<file path="config.mk">
export PLATFORM = sky130hd
export DESIGN_NAME = sorted_deadline_timer_queue_core
export DESIGN_NICKNAME = d
export VERILOG_FILES = /design/src/design/sdtq_pkg.sv /design/src/design/sorted_deadline_timer_queue_core.sv /design/src/design/sdtq_list.sv
export VERILOG_INCLUDE_DIRS = /design/src /design/src/design
export SDC_FILE = /design/constraint.sdc
export NUM_CORES = 2
export LEC_CHECK = 0
export ABC_AREA = 1
export BUFFER_PORTS_ARGS = -buffer_cell sky130_fd_sc_hd__buf_2
export CAP_MARGIN = 20
export CORE_UTILIZATION = 55
export CTS_CLUSTER_SIZE = 14
export DETAILED_ROUTE_END_ITERATION = 7
export HOLD_SLACK_MARGIN = 0.06
export PLACE_DENSITY_LB_ADDON = 0.12
export SKIP_CTS_REPAIR_TIMING = 1
export SYNTH_ARGS = -nofsm -noshare
export SYNTH_HDL_FRONTEND = slang
export SYNTH_HIERARCHICAL = 1
export SYNTH_SLANG_ARGS = --single-unit
export TNS_END_PERCENT = 50
</file>
<file path="constraint.sdc">
create_clock -name i_clk -period 19.3 [get_ports i_clk]
set_input_delay 1.93 -clock i_clk [delete_from_list [all_inputs] [get_ports i_clk]]
set_output_delay 1.93 -clock i_clk [all_outputs]
set_load 0.01 [all_outputs]
</file>
<file path="src/design/sorted_deadline_timer_queue_core_defines.svh">
// ---------------------------------------------------------------------------
// Sorted deadline timer queue - assertion macros
// Shared property wrappers for the timer queue RTL, clocked on i_clk and
// disabled while i_rst_n is low.
// ---------------------------------------------------------------------------
`ifndef SORTED_DEADLINE_TIMER_QUEUE_CORE_DEFINES_SVH
`define SORTED_DEADLINE_TIMER_QUEUE_CORE_DEFINES_SVH

// Same-cycle implication.
`define SDTQ_CHK_IMP(lbl, ante, cons, msg) \
    lbl: assert property (@(posedge i_clk) disable iff (!i_rst_n) (ante) |-> (cons)) \
        else $error(msg);

// Next-cycle implication.
`define SDTQ_CHK_NXT(lbl, ante, cons, msg) \
    lbl: assert property (@(posedge i_clk) disable iff (!i_rst_n) (ante) |=> (cons)) \
        else $error(msg);

`endif

</file>
<file path="src/design/sdtq_pkg.sv">
// ---------------------------------------------------------------------------
// Sorted deadline timer queue - package
// Sizes, mode codes, flag positions, beat and control types.
// ---------------------------------------------------------------------------
package sdtq_pkg;

    localparam int TIMER_COUNT = 16;
    localparam int ID_W        = $clog2(TIMER_COUNT);
    localparam int CNT_W       = $clog2(TIMER_COUNT + 1);
    localparam int MODE_W      = 3;
    localparam int TID_W       = 4;
    localparam int DELAY_W     = 48;
    localparam int TIME_W      = 64;
    localparam int FLAG_W      = 3;

    localparam logic [MODE_W-1:0] MODE_SCHED = 3'd0;
    localparam logic [MODE_W-1:0] MODE_STOP  = 3'd1;
    localparam logic [MODE_W-1:0] MODE_ACK   = 3'd2;
    localparam logic [MODE_W-1:0] MODE_RUN   = 3'd3;
    localparam logic [MODE_W-1:0] MODE_QUERY = 3'd4;

    localparam int FL_PEND  = 0;
    localparam int FL_FIRED = 1;
    localparam int FL_INVOK = 2;

    localparam logic [FLAG_W-1:0] FLAGS_SCHED = 3'b001;
    localparam logic [FLAG_W-1:0] FLAGS_FIRE  = 3'b110;

    typedef enum logic [2:0] {
        ST_IDLE,
        ST_FIND,
        ST_INS,
        ST_EARLY,
        ST_RESP,
        ST_RUN_GATE,
        ST_RUN_CHK,
        ST_RUN_END
    } t_state;

    typedef struct packed {
        logic [MODE_W-1:0]  mode;
        logic [TID_W-1:0]   timer_id;
        logic [DELAY_W-1:0] delay;
        logic [TIME_W-1:0]  now_time;
    } t_in_beat;

    typedef struct packed {
        logic [TID_W-1:0] result_timer;
        logic             is_fire;
        logic             pending_flag;
        logic             fired_flag;
        logic             invoking_flag;
        logic             had_expired;
        logic             last;
    } t_out_beat;

    typedef struct packed {
        logic            rm;
        logic            ins;
        logic [ID_W-1:0] pos;
        logic [ID_W-1:0] id;
    } t_list_op;

endpackage

</file>
<file path="src/design/sorted_deadline_timer_queue_core.sv">
// ---------------------------------------------------------------------------
// Sorted deadline timer queue - top level
// Sixteen one-shot timers kept in a deadline-sorted list, walked by one
// shared 64-bit compare unit under a small sequencer.
// ---------------------------------------------------------------------------
// Sequencing: ack, query and bad ids go IDLE then RESP; stop passes FIND first
//   when the timer is pending; schedule walks FIND (when pending), INS and
//   EARLY before RESP; run goes RUN_GATE, then RUN_CHK when something is due,
//   then RUN_END. Output stalls hold RESP, RUN_CHK and RUN_END.
// Throughput: one item at a time; the input stalls until the sequencer is
//   back in idle. The list walk reads one entry per cycle through the shared
//   deadline comparator.
// Reset: synchronous, active low; clears all flags, list count, earliest
//   deadline and the sequencer. Deadlines and list slots are not cleared.
// ---------------------------------------------------------------------------
`include "sorted_deadline_timer_queue_core_defines.svh"

module sorted_deadline_timer_queue_core (
    input  logic               i_clk,
    input  logic               i_rst_n,
    input  logic               i_in_valid,
    output logic               o_in_stall,
    input  sdtq_pkg::t_in_beat i_in_data,
    output logic               o_out_valid,
    input  logic               i_out_stall,
    output sdtq_pkg::t_out_beat o_out_data
);

    // -----------------------------------------------------------------------
    // State
    // -----------------------------------------------------------------------
    sdtq_pkg::t_state r_state, n_state;

    logic [sdtq_pkg::MODE_W-1:0] r_mode;
    logic [sdtq_pkg::TID_W-1:0]  r_tid;
    logic                        r_had;
    logic [sdtq_pkg::FLAG_W-1:0] r_rflags;       // flags to report for non-run items
    logic [sdtq_pkg::TIME_W-1:0] r_key;          // new deadline, or now for run

    logic [sdtq_pkg::CNT_W-1:0]  r_ptr, n_ptr;
    logic [sdtq_pkg::TIME_W-1:0] r_earliest, n_earliest;
    logic                        r_was_empty, n_was_empty;
    logic                        r_have, n_have; // fire beat held until we know if it is last
    logic [sdtq_pkg::ID_W-1:0]   r_held, n_held;

    sdtq_pkg::t_out_beat r_out, n_out;
    logic                r_out_valid, n_out_valid;

    logic [sdtq_pkg::TIME_W-1:0] r_deadline [sdtq_pkg::TIMER_COUNT];
    logic [sdtq_pkg::FLAG_W-1:0] r_flags    [sdtq_pkg::TIMER_COUNT];

    // -----------------------------------------------------------------------
    // Combinational nets
    // -----------------------------------------------------------------------
    logic                        in_acc;
    logic                        out_free;
    logic [sdtq_pkg::ID_W-1:0]   acc_idx;
    logic                        acc_id_ok;
    logic [sdtq_pkg::FLAG_W-1:0] acc_flags;
    logic [sdtq_pkg::FLAG_W-1:0] acc_rflags;

    sdtq_pkg::t_list_op          list_op;
    logic [sdtq_pkg::ID_W-1:0]   rd_id;
    logic [sdtq_pkg::CNT_W-1:0]  list_count;
    logic [sdtq_pkg::TIME_W-1:0] dl_rd;

    logic [sdtq_pkg::TIME_W-1:0] cmp_lhs;
    logic                        cmp_le;

    logic                        flag_we;
    logic [sdtq_pkg::ID_W-1:0]   flag_wa;
    logic [sdtq_pkg::FLAG_W-1:0] flag_wd;

    logic [sdtq_pkg::TIMER_COUNT-1:0] pend_vec;

    // -----------------------------------------------------------------------
    // Handshake
    // -----------------------------------------------------------------------
    assign o_in_stall  = (r_state != sdtq_pkg::ST_IDLE);
    assign in_acc      = i_in_valid && !o_in_stall;
    assign out_free    = !r_out_valid || !i_out_stall;
    assign o_out_valid = r_out_valid;
    assign o_out_data  = r_out;

    // Item addressed by the incoming beat
    assign acc_idx   = sdtq_pkg::ID_W'(i_in_data.timer_id);
    assign acc_id_ok = (32'(i_in_data.timer_id) < sdtq_pkg::TIMER_COUNT);
    assign acc_flags = r_flags[acc_idx];

    // -----------------------------------------------------------------------
    // Order list: one read port at the scan pointer
    // -----------------------------------------------------------------------
    sdtq_list u_list (
        .i_clk    (i_clk),
        .i_rst_n  (i_rst_n),
        .i_op     (list_op),
        .i_rd_pos (r_ptr[sdtq_pkg::ID_W-1:0]),
        .o_rd_id  (rd_id),
        .o_count  (list_count)
    );

    assign dl_rd = r_deadline[rd_id];

    // Shared compare unit: a stored deadline, or the earliest mark, against
    // the key (new deadline on schedule, current time on run).
    assign cmp_lhs = ((r_state == sdtq_pkg::ST_RUN_GATE) || (r_state == sdtq_pkg::ST_EARLY))
                     ? r_earliest : dl_rd;
    assign cmp_le  = (cmp_lhs <= r_key);

    // -----------------------------------------------------------------------
    // Sequencer
    // -----------------------------------------------------------------------
    always_comb begin
        n_state     = r_state;
        n_ptr       = r_ptr;
        n_earliest  = r_earliest;
        n_was_empty = r_was_empty;
        n_have      = r_have;
        n_held      = r_held;
        n_out       = r_out;
        n_out_valid = r_out_valid && i_out_stall;
        list_op     = '0;
        flag_we     = 1'b0;
        flag_wa     = acc_idx;
        flag_wd     = acc_flags;
        acc_rflags  = acc_flags;

        unique case (r_state)
            sdtq_pkg::ST_IDLE: begin
                if (in_acc) begin
                    n_ptr = '0;
                    if (i_in_data.mode == sdtq_pkg::MODE_RUN) begin
                        n_have  = 1'b0;
                        n_state = sdtq_pkg::ST_RUN_GATE;
                    end else if (!acc_id_ok) begin
                        acc_rflags = '0;
                        n_state    = sdtq_pkg::ST_RESP;
                    end else begin
                        unique case (i_in_data.mode)
                            sdtq_pkg::MODE_SCHED: begin
                                // final flags are known now: pending only
                                flag_we    = 1'b1;
                                flag_wd    = sdtq_pkg::FLAGS_SCHED;
                                acc_rflags = sdtq_pkg::FLAGS_SCHED;
                                n_state    = acc_flags[sdtq_pkg::FL_PEND]
                                             ? sdtq_pkg::ST_FIND : sdtq_pkg::ST_INS;
                            end
                            sdtq_pkg::MODE_STOP: begin
                                flag_we = 1'b1;
                                flag_wd = acc_flags;
                                flag_wd[sdtq_pkg::FL_PEND]  = 1'b0;
                                flag_wd[sdtq_pkg::FL_FIRED] = 1'b0;
                                acc_rflags = flag_wd;
                                n_state    = acc_flags[sdtq_pkg::FL_PEND]
                                             ? sdtq_pkg::ST_FIND : sdtq_pkg::ST_RESP;
                            end
                            sdtq_pkg::MODE_ACK: begin
                                flag_we = 1'b1;
                                flag_wd = acc_flags;
                                flag_wd[sdtq_pkg::FL_INVOK] = 1'b0;
                                acc_rflags = flag_wd;
                                n_state    = sdtq_pkg::ST_RESP;
                            end
                            default: begin
                                // query and unused codes: report only
                                n_state = sdtq_pkg::ST_RESP;
                            end
                        endcase
                    end
                end
            end

            sdtq_pkg::ST_FIND: begin
                // walk the list for this timer and pull it out
                if ((r_ptr < list_count) && (rd_id != sdtq_pkg::ID_W'(r_tid))) begin
                    n_ptr = r_ptr + 1'b1;
                end else begin
                    if (r_ptr < list_count) begin
                        list_op.rm  = 1'b1;
                        list_op.pos = r_ptr[sdtq_pkg::ID_W-1:0];
                    end
                    n_ptr   = '0;
                    n_state = (r_mode == sdtq_pkg::MODE_SCHED)
                              ? sdtq_pkg::ST_INS : sdtq_pkg::ST_RESP;
                end
            end

            sdtq_pkg::ST_INS: begin
                // advance past every entry due no later than the new deadline
                if ((r_ptr < list_count) && cmp_le) begin
                    n_ptr = r_ptr + 1'b1;
                end else begin
                    list_op.ins = 1'b1;
                    list_op.pos = r_ptr[sdtq_pkg::ID_W-1:0];
                    list_op.id  = sdtq_pkg::ID_W'(r_tid);
                    n_was_empty = (list_count == '0);
                    n_state     = sdtq_pkg::ST_EARLY;
                end
            end

            sdtq_pkg::ST_EARLY: begin
                if (r_was_empty || (r_earliest == '0) || !cmp_le) begin
                    n_earliest = r_key;
                end
                n_state = sdtq_pkg::ST_RESP;
            end

            sdtq_pkg::ST_RESP: begin
                if (out_free) begin
                    n_out.result_timer  = r_tid;
                    n_out.is_fire       = 1'b0;
                    n_out.pending_flag  = r_rflags[sdtq_pkg::FL_PEND];
                    n_out.fired_flag    = r_rflags[sdtq_pkg::FL_FIRED];
                    n_out.invoking_flag = r_rflags[sdtq_pkg::FL_INVOK];
                    n_out.had_expired   = r_had;
                    n_out.last          = 1'b1;
                    n_out_valid         = 1'b1;
                    n_state             = sdtq_pkg::ST_IDLE;
                end
            end

            sdtq_pkg::ST_RUN_GATE: begin
                // nothing due when no mark is set or now is below it
                n_state = ((r_earliest == '0) || !cmp_le)
                          ? sdtq_pkg::ST_RUN_END : sdtq_pkg::ST_RUN_CHK;
            end

            sdtq_pkg::ST_RUN_CHK: begin
                if ((list_count != '0) && cmp_le) begin
                    if (!r_have || out_free) begin
                        if (r_have) begin
                            n_out.result_timer  = sdtq_pkg::TID_W'(r_held);
                            n_out.is_fire       = 1'b1;
                            n_out.pending_flag  = sdtq_pkg::FLAGS_FIRE[sdtq_pkg::FL_PEND];
                            n_out.fired_flag    = sdtq_pkg::FLAGS_FIRE[sdtq_pkg::FL_FIRED];
                            n_out.invoking_flag = sdtq_pkg::FLAGS_FIRE[sdtq_pkg::FL_INVOK];
                            n_out.had_expired   = 1'b0;
                            n_out.last          = 1'b0;
                            n_out_valid         = 1'b1;
                        end
                        // pop the head and mark it fired
                        list_op.rm  = 1'b1;
                        list_op.pos = '0;
                        flag_we     = 1'b1;
                        flag_wa     = rd_id;
                        flag_wd     = sdtq_pkg::FLAGS_FIRE;
                        n_held      = rd_id;
                        n_have      = 1'b1;
                    end
                end else begin
                    n_earliest = (list_count != '0) ? dl_rd : '0;
                    n_state    = sdtq_pkg::ST_RUN_END;
                end
            end

            sdtq_pkg::ST_RUN_END: begin
                if (out_free) begin
                    n_out.result_timer  = r_have ? sdtq_pkg::TID_W'(r_held) : '0;
                    n_out.is_fire       = r_have;
                    n_out.pending_flag  = 1'b0;
                    n_out.fired_flag    = r_have;
                    n_out.invoking_flag = r_have;
                    n_out.had_expired   = 1'b0;
                    n_out.last          = 1'b1;
                    n_out_valid         = 1'b1;
                    n_state             = sdtq_pkg::ST_IDLE;
                end
            end

            default: begin
                n_state = sdtq_pkg::ST_IDLE;
            end
        endcase
    end

    // -----------------------------------------------------------------------
    // Control registers
    // -----------------------------------------------------------------------
    always_ff @(posedge i_clk) begin
        if (!i_rst_n) begin
            r_state     <= sdtq_pkg::ST_IDLE;
            r_earliest  <= '0;
            r_have      <= 1'b0;
            r_out_valid <= 1'b0;
        end else begin
            r_state     <= n_state;
            r_earliest  <= n_earliest;
            r_have      <= n_have;
            r_out_valid <= n_out_valid;
        end
    end

    // Payload and scan registers
    always_ff @(posedge i_clk) begin
        r_ptr       <= n_ptr;
        r_was_empty <= n_was_empty;
        r_held      <= n_held;
        r_out       <= n_out;
        if (in_acc) begin
            r_mode   <= i_in_data.mode;
            r_tid    <= i_in_data.timer_id;
            r_rflags <= acc_rflags;
            r_had    <= (i_in_data.mode == sdtq_pkg::MODE_STOP) && acc_id_ok
                        && acc_flags[sdtq_pkg::FL_FIRED];
            r_key    <= (i_in_data.mode == sdtq_pkg::MODE_RUN)
                        ? i_in_data.now_time
                        : i_in_data.now_time + sdtq_pkg::TIME_W'(i_in_data.delay);
        end
    end

    // Deadline store: written once per schedule, read at the list pointer
    always_ff @(posedge i_clk) begin
        if (in_acc && (i_in_data.mode == sdtq_pkg::MODE_SCHED) && acc_id_ok) begin
            r_deadline[acc_idx] <= i_in_data.now_time
                                   + sdtq_pkg::TIME_W'(i_in_data.delay);
        end
    end

    // Flag store
    always_ff @(posedge i_clk) begin
        if (!i_rst_n) begin
            for (int i = 0; i < sdtq_pkg::TIMER_COUNT; i++) begin
                r_flags[i] <= '0;
            end
        end else if (flag_we) begin
            r_flags[flag_wa] <= flag_wd;
        end
    end

    always_comb begin
        for (int i = 0; i < sdtq_pkg::TIMER_COUNT; i++) begin
            pend_vec[i] = r_flags[i][sdtq_pkg::FL_PEND];
        end
    end

    // -----------------------------------------------------------------------
    // Assertions
    // -----------------------------------------------------------------------
    `SDTQ_CHK_IMP(a_count_bound, 1'b1, list_count <= sdtq_pkg::CNT_W'(sdtq_pkg::TIMER_COUNT), "list count above timer count")
    `SDTQ_CHK_IMP(a_pend_match, r_state == sdtq_pkg::ST_IDLE, $countones(pend_vec) == int'(list_count), "pending flags disagree with list count")
    `SDTQ_CHK_IMP(a_ins_room, list_op.ins, list_count < sdtq_pkg::CNT_W'(sdtq_pkg::TIMER_COUNT), "insert into a full list")
    `SDTQ_CHK_NXT(a_busy_after_accept, in_acc, r_state != sdtq_pkg::ST_IDLE, "accepted beat left sequencer idle")

endmodule

</file>
<file path="src/design/sdtq_list.sv">
// ---------------------------------------------------------------------------
// Sorted deadline timer queue - order list
// Holds timer ids in deadline order plus the fill count; removes or inserts
// one entry per cycle by shifting the tail, and reads one entry by position.
// ---------------------------------------------------------------------------
module sdtq_list (
    input  logic                              i_clk,
    input  logic                              i_rst_n,
    input  sdtq_pkg::t_list_op                i_op,
    input  logic [sdtq_pkg::ID_W-1:0]         i_rd_pos,
    output logic [sdtq_pkg::ID_W-1:0]         o_rd_id,
    output logic [sdtq_pkg::CNT_W-1:0]        o_count
);

    logic [sdtq_pkg::ID_W-1:0]  r_order [sdtq_pkg::TIMER_COUNT];
    logic [sdtq_pkg::CNT_W-1:0] r_count;

    always_ff @(posedge i_clk) begin
        if (!i_rst_n) begin
            r_count <= '0;
        end else if (i_op.rm) begin
            r_count <= r_count - 1'b1;
        end else if (i_op.ins) begin
            r_count <= r_count + 1'b1;
        end
    end

    for (genvar j = 0; j < sdtq_pkg::TIMER_COUNT; j++) begin : g_slot
        localparam int NX = (j + 1 < sdtq_pkg::TIMER_COUNT) ? j + 1 : j;
        localparam int PV = (j > 0) ? j - 1 : 0;

        // close the gap on remove, open one on insert
        always_ff @(posedge i_clk) begin
            if (i_op.rm && (sdtq_pkg::ID_W'(j) >= i_op.pos)) begin
                r_order[j] <= r_order[NX];
            end else if (i_op.ins && (sdtq_pkg::ID_W'(j) > i_op.pos)) begin
                r_order[j] <= r_order[PV];
            end else if (i_op.ins && (sdtq_pkg::ID_W'(j) == i_op.pos)) begin
                r_order[j] <= i_op.id;
            end
        end
    end

    assign o_rd_id = r_order[i_rd_pos];
    assign o_count = r_count;

endmodule

</file>
==> results.md <==
| Stage | Quantity | Value |
|:---|:---|:---|
| clock network | Clock transition at the registers of the reported paths | 60 ps |
| final layout | Fraction of layout instances using a drive strength above 1 | 9.99% |
| drt | Residual DRC | 0 |
| floorplan | Floorplan row count | 121 |
| synthesis | Number of instances in the synthesized netlist | 5728 |
| timing | Fraction of the cycle the final worst path needs | 45.4% |
| placed design | Total instance count after detailed placement | 7065 |
| timing | Final Slew Violations | 0 |
| drt | Average via count per standard cell | 6.24 |
| final layout | Post-layout nets | 6060 |
| clock network | Clock tree from TritonCTS | built |
| floorplan | Placeable core area | 109000 um^2 |
| drt | Antenna Violating Nets Remaining | 0 |
| grt | Pin count of the biggest net entering global routing | 194 |
| min path | WHS Path Cells | 2 |
| timing | Min cycle time layout | 8770 ps |
| timing | Setup Skew | 26.6 ps |
| drt | Routed wire length | 182 mm |
| synthesis | Async set-or-reset flop fraction in the synthesized netlist | 0% |
| timing | Actual slew at the worst max-slew pin | 1240 ps |
| floorplan | Overall die height | 334 um |
| synthesis | Average cell area after synthesis | 10.6 um^2 |
| setup path | Critical Path AT | 9210 ps |
| timing | Number of failing hold endpoints at the final stage | 0 |
| job | Max Cap Violations | 0 |
| synthesis | Count of different cell masters after synthesis | 57 |
| synthesis | Synth top area cells | sky130_fd_sc_hd__edfxtp_1 61%, sky130_fd_sc_hd__nor2_1 5.9%, sky130_fd_sc_hd__nand2_1 5.5% |
| setup path | Critical path buffers and inverters | 7 |
| power and ir drop | Total power per unit cell area | 181 nW/um^2 |
| setup path | CP Depth | 30 |
| clock network | Worst-Skew Late Latency | 760 ps |
| clock network | Number of sinks driven by the clock tree | 1305 |
| timing | # setup viols final | 0 |
| setup path | Kind of cell adding the most delay to the critical path | simple AND/OR/NAND/NOR gates |
| synthesis | Most used DFF post-synth | sky130_fd_sc_hd__edfxtp_1 |
| setup path | Length in cells of the worst reg-to-reg path | 30 |
| status | Status | finished clean |
| floorplan | Starting density of the core | 55.5% |
| power and ir drop | Leakage | 24.4 nW |
| placed design | Detailed Place HPWL | 109 mm |
| drt | Detailed router's first-iteration violation count | 5489 |
| min path | Worst min-delay path class | flip-flop to flip-flop |
| clock network | Number of levels in the clock H-tree | 4 |
| synthesis | Synth Cell Area | 60500 um^2 |
| setup path | Worst-path cell with the longest stage delay | sky130_fd_sc_hd__buf_4 |
| setup path | Critical path type | flip-flop to flip-flop |
| placed design | Final weighted congestion of routability-driven global placement | 0.976 |
| placed design | Number of buffers added on ports | 134 |
| power and ir drop | Maximum VDD drop | 0.238 mV |
| synthesis | Synth top area share | 61.1% |
| grt | Wire length of the first global-routing pass | 269 mm |
| drt | Drt first pass iters | 6 |
| setup path | Maximum net fanout on the critical path | 122 |
| grt | Overall overflow remaining after global route | 0 |
| synthesis | Syn nets | 5973 |
| drt | Routed vias | 45811 |
| synthesis | Sequential fraction of the synthesis area | 63.6% |
| floorplan | Number of primary I/O pins | 135 |
| timing | Peak Freq | 114 MHz |
| synthesis | Number of storage elements in the synthesis netlist | 1305 |
| final layout | Post-route insts no fill | 7344 |
| synthesis | Synthesis Warnings | 6 |
| setup path | Startpoint type of the worst setup path | flip-flop |
| grt | Total track usage | 32.4% |
| drt | Routed wire per std cell | 24.7 um |
| setup path | Required time at the worst-slack endpoint | 19740 ps |
| clock network | Number of buffers between clock root and the deepest sink | 3 |
| final layout | Area growth from synthesis to layout | 11.4% |
| synthesis | EDFF count, synth | 1231 |
| floorplan | Area enclosed by the die boundary | 111000 um^2 |
| timing | Setup repair after global routing missed its margin | no |
| setup path | Critical Path End Type | flip-flop |
| timing | Slew Limit Headroom | 16.7% |
| setup path | Worst stage delay on the critical path | 760 ps |
| grt | Vias in the first global route | 43099 |
| clock network | Clock Root Buffer | sky130_fd_sc_hd__clkbuf_16 |
| floorplan | Horiz. Die Dim | 334 um |
| grt | Initial antenna violation count | 4 |
| timing | Hold Slack | 499 ps |
| synthesis | Biggest area consumer among synthesized cells | sky130_fd_sc_hd__edfxtp_1 |
| clock network | Total CTS buffers | 138 |
| timing | Total Neg Setup Slack | 0 ps |
-- sequential cells by signal, indices dropped and copies added (netlist names) --
signal	flops
r_mode	3
r_rflags	3
r_ptr	5
r_had	1
o_out_valid	1
u_list/r_order	64
u_list/o_count	5
r_deadline	1024
r_have	1
o_out_data	10
r_held	4
r_earliest	64
r_state	3
r_was_empty	1
r_flags	48
r_tid	4
r_key	64
-- worst register-to-register path, delay by kind of cell (launching register included) --
kind	cells	cell delay, ps
buffers and inverters	7	3090
adders and majority gates	1	160
DFF	1	350
AOI/OAI and AO/OA	4	890
and+or+nand+nor	18	3970
-- layout by cell type (no fill, tap or decap), types with 16 or more instances in the layout --
cell type,Yosys,routed
sky130_fd_sc_hd__nand3_1,235,235
sky130_fd_sc_hd__buf_4,16,115
sky130_fd_sc_hd__nor2_1,956,939
sky130_fd_sc_hd__nor3_1,22,21
sky130_fd_sc_hd__inv_2,19,16
sky130_fd_sc_hd__clkbuf_16,0,141
sky130_fd_sc_hd__inv_1,319,316
sky130_fd_sc_hd__nand4_1,34,34
sky130_fd_sc_hd__o22ai_1,64,64
sky130_fd_sc_hd__ha_1,120,120
sky130_fd_sc_hd__dfxtp_1,74,74
sky130_fd_sc_hd__a21oi_1,236,236
sky130_fd_sc_hd__edfxtp_1,1231,1231
sky130_fd_sc_hd__o221ai_1,195,195
sky130_fd_sc_hd__clkinv_2,0,20
sky130_fd_sc_hd__a22oi_1,30,30
sky130_fd_sc_hd__nor4_1,22,22
sky130_fd_sc_hd__o211ai_1,75,75
sky130_fd_sc_hd__clkinv_1,3,18
sky130_fd_sc_hd__buf_2,40,133
sky130_fd_sc_hd__nand2_1,880,875
sky130_fd_sc_hd__clkbuf_1,226,37
sky130_fd_sc_hd__nor2_4,14,32
sky130_fd_sc_hd__a31oi_1,70,70
sky130_fd_sc_hd__o21ai_0,622,621
sky130_fd_sc_hd__nand2_2,31,31
sky130_fd_sc_hd__xor2_1,48,47
-- cell usage after synthesis, types with 11 or more instances --
cell type,n
sky130_fd_sc_hd__a21oi_1,236
sky130_fd_sc_hd__a22oi_1,30
sky130_fd_sc_hd__a31oi_1,70
sky130_fd_sc_hd__buf_1,19
sky130_fd_sc_hd__buf_2,40
sky130_fd_sc_hd__buf_4,16
sky130_fd_sc_hd__clkbuf_1,226
sky130_fd_sc_hd__dfxtp_1,74
sky130_fd_sc_hd__edfxtp_1,1231
sky130_fd_sc_hd__ha_1,120
sky130_fd_sc_hd__inv_1,319
sky130_fd_sc_hd__inv_2,19
sky130_fd_sc_hd__nand2_1,880
sky130_fd_sc_hd__nand2_2,31
sky130_fd_sc_hd__nand3_1,235
sky130_fd_sc_hd__nand3_2,11
sky130_fd_sc_hd__nand4_1,34
sky130_fd_sc_hd__nor2_1,956
sky130_fd_sc_hd__nor2_2,11
sky130_fd_sc_hd__nor2_4,14
sky130_fd_sc_hd__nor3_1,22
sky130_fd_sc_hd__nor4_1,22
sky130_fd_sc_hd__o211ai_1,75
sky130_fd_sc_hd__o21a_1,12
sky130_fd_sc_hd__o21ai_0,622
sky130_fd_sc_hd__o221ai_1,195
sky130_fd_sc_hd__o22ai_1,64
sky130_fd_sc_hd__xnor2_1,13
sky130_fd_sc_hd__xor2_1,48
-- stage by stage --
stage	cell area [um^2]	utilization [%]	setup WS, ps	power [mW]
after global placement	62500	57.4	10960	9.35
after detailed placement	62600	57.4	10760	9.46
after CTS	67200	61.6	10720	12.1
after floorplan	60500	-	10030	7.67
after global routing	67400	61.8	9870	12.9
final	67400	61.8	10530	12.2
-- layout make-up --
cell class                      count  area [um^2]
Fill cell                        8872        41600
Sequential cell                  1305        38400
Multi-Input combinational cell   3776        19600
Clock buffer                      187         3790
Tap cell                         1414         1770
Timing Repair Buffer              252         1610
Inverter                          342         1310
Clock inverter                     66          776
Antenna cell                        2         5.00
-- metal layers --
metal / part of all wire, % / GRT usage (%) / vias to the layer above
met5: 0.00055 / 0.782 / -
met4: 3.0 / 10.6 / 2
met3: 9.7 / 5.62 / 359
met2: 46 / 51.2 / 2424
met1: 41 / 45.7 / 22328
li1: - / - / 20698
-- where the power goes --
part,internal (mW),switching (mW)
sequential,3.42,0.108
combinational,1.74,4.26
clock,1.57,1.12
-- final timing paths --
check / startpoint / end / slack (ps)
min: r_have$_SDFFE_PN0P_ / r_have$_SDFFE_PN0P_ / 500
max reg2reg: r_ptr[0]$_DFFE_PP_ / u_list/r_order[2][0]$_DFFE_PP_ / 10530
max: r_ptr[0]$_DFFE_PP_ / u_list/r_order[2][0]$_DFFE_PP_ / 10530
min reg2reg: r_have$_SDFFE_PN0P_ / r_have$_SDFFE_PN0P_ / 500
-- cells by family after synthesis --
logic type	synth area share [%]
DFF	63.6
adders and majority gates	2.55
AOI/OAI and AO/OA	13.3
buffers and inverters	4.25
xor gates and xnor gates	0.883
and+or+nand+nor	15.5
Note: power is estimated with default switching activity, not from simulation.
